`src/rtl/rerj_pkg.sv`:
```
`default_nettype none
package rerj_pkg;

  // Fixed-point format and datapath widths.
  localparam int FRAC_BITS = 16;
  localparam int DATA_W = 32;
  localparam int PROD_W = 2 * DATA_W;
  localparam int CFG_IDX_W = 4;

  // Divider: quotient bits produced one per stage, plus an overflow bit.
  localparam int DIV_QW = DATA_W + 1;
  localparam int DIV_STEPS = DIV_QW;
  localparam int DIV_HI_W = PROD_W - DIV_QW;
  localparam int NUM_DIV_LANES = 3;

  // Lane roles in the first divider bank.
  localparam int LANE_X = 0;
  localparam int LANE_Y = 1;
  localparam int LANE_G = 2;

  localparam logic signed [PROD_W-1:0] SAT_MAX = PROD_W'((64'sd1 <<< (DATA_W - 1)) - 1);
  localparam logic signed [PROD_W-1:0] SAT_MIN = -(PROD_W'(64'sd1 <<< (DATA_W - 1)));

  typedef logic signed [DATA_W-1:0] word_t;

  typedef enum logic [CFG_IDX_W-1:0] {
    REG_FOCAL_X     = 4'd0,
    REG_FOCAL_Y     = 4'd1,
    REG_CENTER_X    = 4'd2,
    REG_CENTER_Y    = 4'd3,
    REG_CURVE_QUAD  = 4'd4,
    REG_CURVE_LIN   = 4'd5,
    REG_CURVE_CONST = 4'd6,
    REG_LANE_SLOPE  = 4'd7
  } cfg_idx_t;

  typedef struct packed {
    word_t focal_x;
    word_t focal_y;
    word_t center_x;
    word_t center_y;
    word_t curve_quad;
    word_t curve_lin;
    word_t curve_const;
    word_t lane_slope;
  } cfg_regs_t;

  // Sideband that travels alongside the divider lanes.
  typedef struct packed {
    logic              bad;
    logic [DATA_W-1:0] den;
    word_t             xr;
    word_t             yr;
    word_t             gx;
  } div_side_t;

  typedef logic [NUM_DIV_LANES-1:0][PROD_W-1:0] div_num_t;
  typedef logic [NUM_DIV_LANES-1:0][DATA_W-1:0] div_quo_t;

  // Saturate an exact wide value to the signed 32-bit range.
  function automatic word_t sat32(input logic signed [PROD_W-1:0] a);
    if (a > SAT_MAX) begin
      return word_t'(SAT_MAX);
    end else if (a < SAT_MIN) begin
      return word_t'(SAT_MIN);
    end
    return word_t'(a);
  endfunction

  // Fixed-point product, floor rounding, saturated.
  function automatic word_t qmul(input word_t a, input word_t b);
    logic signed [PROD_W-1:0] p;
    p = PROD_W'(a) * PROD_W'(b);
    return sat32(p >>> FRAC_BITS);
  endfunction

endpackage
`default_nettype wire

```
`src/rtl/rerj_cfg.sv`:
```
`default_nettype none
module rerj_cfg (
  input  wire logic                           clk,
  input  wire logic                           rst,
  input  wire logic                           cfg_we,
  input  wire logic [rerj_pkg::CFG_IDX_W-1:0] cfg_index,
  input  wire logic [rerj_pkg::DATA_W-1:0]    cfg_data,
  output rerj_pkg::cfg_regs_t                 regs
);

  // Register file; indexes past the list are ignored.
  always_ff @(posedge clk) begin
    if (rst) begin
      regs <= '0;
    end else if (cfg_we) begin
      unique case (rerj_pkg::cfg_idx_t'(cfg_index))
        rerj_pkg::REG_FOCAL_X:     regs.focal_x     <= cfg_data;
        rerj_pkg::REG_FOCAL_Y:     regs.focal_y     <= cfg_data;
        rerj_pkg::REG_CENTER_X:    regs.center_x    <= cfg_data;
        rerj_pkg::REG_CENTER_Y:    regs.center_y    <= cfg_data;
        rerj_pkg::REG_CURVE_QUAD:  regs.curve_quad  <= cfg_data;
        rerj_pkg::REG_CURVE_LIN:   regs.curve_lin   <= cfg_data;
        rerj_pkg::REG_CURVE_CONST: regs.curve_const <= cfg_data;
        rerj_pkg::REG_LANE_SLOPE:  regs.lane_slope  <= cfg_data;
        default: ;
      endcase
    end
  end

endmodule
`default_nettype wire

```
`config.mk`:
```
export PLATFORM = sky130hd
export DESIGN_NAME = rerj_cfg
export DESIGN_NICKNAME = d
export VERILOG_FILES = /design/src/rtl/rerj_pkg.sv /design/src/rtl/rerj_cfg.sv
export SDC_FILE = /design/constraint.sdc
export NUM_CORES = 1
export LEC_CHECK = 0
export ABC_CLOCK_PERIOD_IN_PS = 1500
export CAP_MARGIN = 25
export CORE_UTILIZATION = 46
export DETAILED_ROUTE_END_ITERATION = 12
export DONT_BUFFER_PORTS = 1
export PLACE_DENSITY = 0.66
export SETUP_SLACK_MARGIN = 0.05
export SLEW_MARGIN = 15
export SYNTH_ARGS = -nofsm -noshare
export SYNTH_HDL_FRONTEND = slang
export SYNTH_SLANG_ARGS = --single-unit
export TNS_END_PERCENT = 5
```
`constraint.sdc`:
```
create_clock -name clk -period 1.5 [get_ports clk]
set_input_delay 0.075 -clock clk [delete_from_list [all_inputs] [get_ports clk]]
set_output_delay 0.075 -clock clk [all_outputs]
set_load 0.01 [all_outputs]
```
==> results.cfg <==
[detailed_routing]
finalWirelength_mm = 26.47
ant_nets = 0
wl_per_cell_um = 20.07
vias = 6832
drtIter0Drc = 244
drc = 0
dr.pass1.iters = 4
routed_via_density = 5.180

[min_path]
hold_class = in2reg
holdPathStages = 3
worstHoldStart = cfg_index[1]
min_delay_worst_endpoint = regs[21]$_SDFFE_PP0P_

[synth]
ys_warn_count = 0
synthMuxAreaShare_pct = 25.56
yosysSeqAreaShare_pct = 51.11
synth_nets = 943
yosys.area_share.xor_xnor_pct = 0
syn_inst = 904
yosys.area_share.simple_pct = 19.03
synth_area_leaders = dfxtp_1 (51%), mux2i_1 (26%), nand2b_1 (18%)
synth_seq_cells = 256
synth_top_family_by_area = multiplexers
synth_compound_area_share_pct = 0
ys_types = 17
syn_area_um2 = 10030
synthAdderAreaFrac_pct = 0
avgSynthCellArea_um2 = 11.09
yosysTopAreaCell = dfxtp_1
synth_top_area_share_pct = 51.11

[finish]
syn2layout_area_growth_pct = 26.10
fin_nets = 1067
layout_commonest_cell = nand2b_1
layout.cells.non_filler = 1319
largest_reg_flops = 256
diodes = 0
layout-drive-gt1-share_pct = 5.747
reg_top3 = regs (256)
layout_common_cells = nand2b_1 (288), mux2i_1 (256), dfxtp_1 (256)
fill_cells = 1764
design_area_um2 = 12640
top_register = regs

[clock_tree]
cts.sinks = 256
cts_htree_levels = 1
cts_buffers = 26
ctsRootBufferMaster = clkbuf_16
cts.reportedPaths.clkPinSlew_ns = 0.06
clk_latency_ns = 0.51
max-clock-path-buffers = 3
cts_setup_buffers = 0
cts_tree = built

[floorplan]
io_pins = 295
rows = 53
die_area_um2 = 22390
start_util_pct = 47.25
core-area_um2 = 21220
die_h_um = 149.6
chipWidth_um = 149.6

[timing]
final.min_clock_period_ns = 1.287
worst_pin_slew_ns = 0.5504
setup_viol = 0
hold_viol_final = 0
finalSetupTns_ns = 0
skew_ns = 0
relSlewSlack_pct = 63.18
min_period_over_period_pct = 85.79
report.final.slew_viol_count = 0
max_freq_ghz = 0.7771
rsz0062_at_grt = no

[pwr]
power_density_nw_per_um2 = 1092
irDropWorstVdd_v = 0.0006846
p_leak_nw = 5.548

[place]
dpl.hpwl_mm = 15.32
finalWeightedCongestion = 0.7166
dpl.cell_count = 1104
detailed_place.area_um2 = 10100
port-buffer-count = 0

[critical_path]
path_cells = dlygate4sd3_1 -> nand3_2 -> dlygate4sd3_1 -> buf_4 -> mux2i_1
rrSetupSlack_ns = 0.23
slowest_delay_ns = 0.61
regToRegStartpoint = regs[120]$_SDFFE_PP0P_
r2r_cells = 3
cpLargestDelayFamily = buffers and inverters
required_ns = 1.90
cp.arrival_ns = 1.69
critical_path_class = in2reg
crit_fanout = 5
crit_top_cell = dlygate4sd3_1
start_kind = input pin
r2r_end = regs[120]$_SDFFE_PP0P_
crit_buf_inv = 3
crit_path_end_kind = flip-flop
crit_slowest_cell = dlygate4sd3_1

[global_route]
antenna_found_initial = 0
grt_pass1_wl_mm = 40.16
grt_max_degree = 180
grt_pass1_vias = 6930
grt-ovfl-total = 0
track_usage_pct = 23.10

[status]
status = finished clean

[run]
maxCapViolCount = 0
[worst max path at each step]
stage	cells after the start	slack [ns]	startpoint	endpoint
floorplan	5	0.41	cfg_index[3]	regs[229]$_SDFFE_PP0P_
global placement	3	0.30	cfg_index[3]	regs[253]$_SDFFE_PP0P_
detailed placement	3	0.27	cfg_index[3]	regs[250]$_SDFFE_PP0P_
CTS	5	0.21	cfg_index[0]	regs[148]$_SDFFE_PP0P_
global route	3	0.14	regs[120]$_SDFFE_PP0P_	regs[120]$_SDFFE_PP0P_
finish	5	0.21	cfg_index[0]	regs[149]$_SDFFE_PP0P_
[tightest hold or removal path, delay by kind of cell]
| kind | cells | cell delay (ns) |
|---|---|---|
| multiplexers | 1 | 0.14 |
| buffers and inverters | 1 | 0.21 |
| AND/OR/NAND/NOR | 1 | 0.06 |
[per-stage QoR]
step                worst slack [ns]  util [%]  total power [mW]  hold slack, ns
floorplan                     0.4149         -             7.582          0.2789
global placement              0.2979     47.61             7.623          0.2729
detailed placement            0.2738     47.61             7.626          0.2758
CTS                           0.2099     59.59             13.94       0.0006418
global route                  0.1408     59.59             14.25        0.008993
finish                        0.2131     59.59             13.81         0.01378
[cell families (layout without fill, tap and decap cells)]
kind of cell | count (synthesis) | after routing
buffers and inverters | 89 | 229
multiplexers | 256 | 256
AND/OR/NAND/NOR | 303 | 303
flip-flops | 256 | 256
[area by class of cell]
cell class	instances	area, um2	share of cell area (%)
flip-flops and latches	256	5125	40.53
repair buffers	185	1884	14.90
well taps	275	344.1	2.721
multi-input cells	559	4478	35.41
clock buffers	39	749.5	5.927
clock inverters	5	63.81	0.5047
[power by group]
part,internal (mW),switching (mW)
clock,3.60,2.60
sequential,6.89,0.115
combinational,0.309,0.293
[routing by layer]
layer  up-vias  part of all wire, %  track usage, %  wire [um]
met4         0                  2.5           6.990        672
li1       3186                    -               -          -
met1      3385                   41           27.20      10880
met3        43                  9.6           8.293       2529
met2       218                   47           39.05      12390
met5         -                    0               0          0
[cells in the mapped netlist, drive strengths merged]
master,number
nand2b,288
dfxtp,256
mux2i,256
clkbuf,47
buf,42
nand2,6
and2,2
nand3,2
nor2b,2
and3b,1
nor2,1
nor3b,1
[what timing repair did]
item                                   in CTS  in global routing
hold buffers                              171                  0
gates resized for setup                     0                  0
endpoints found under the hold margin     256                  0
(Power assumes the default switching activity.)
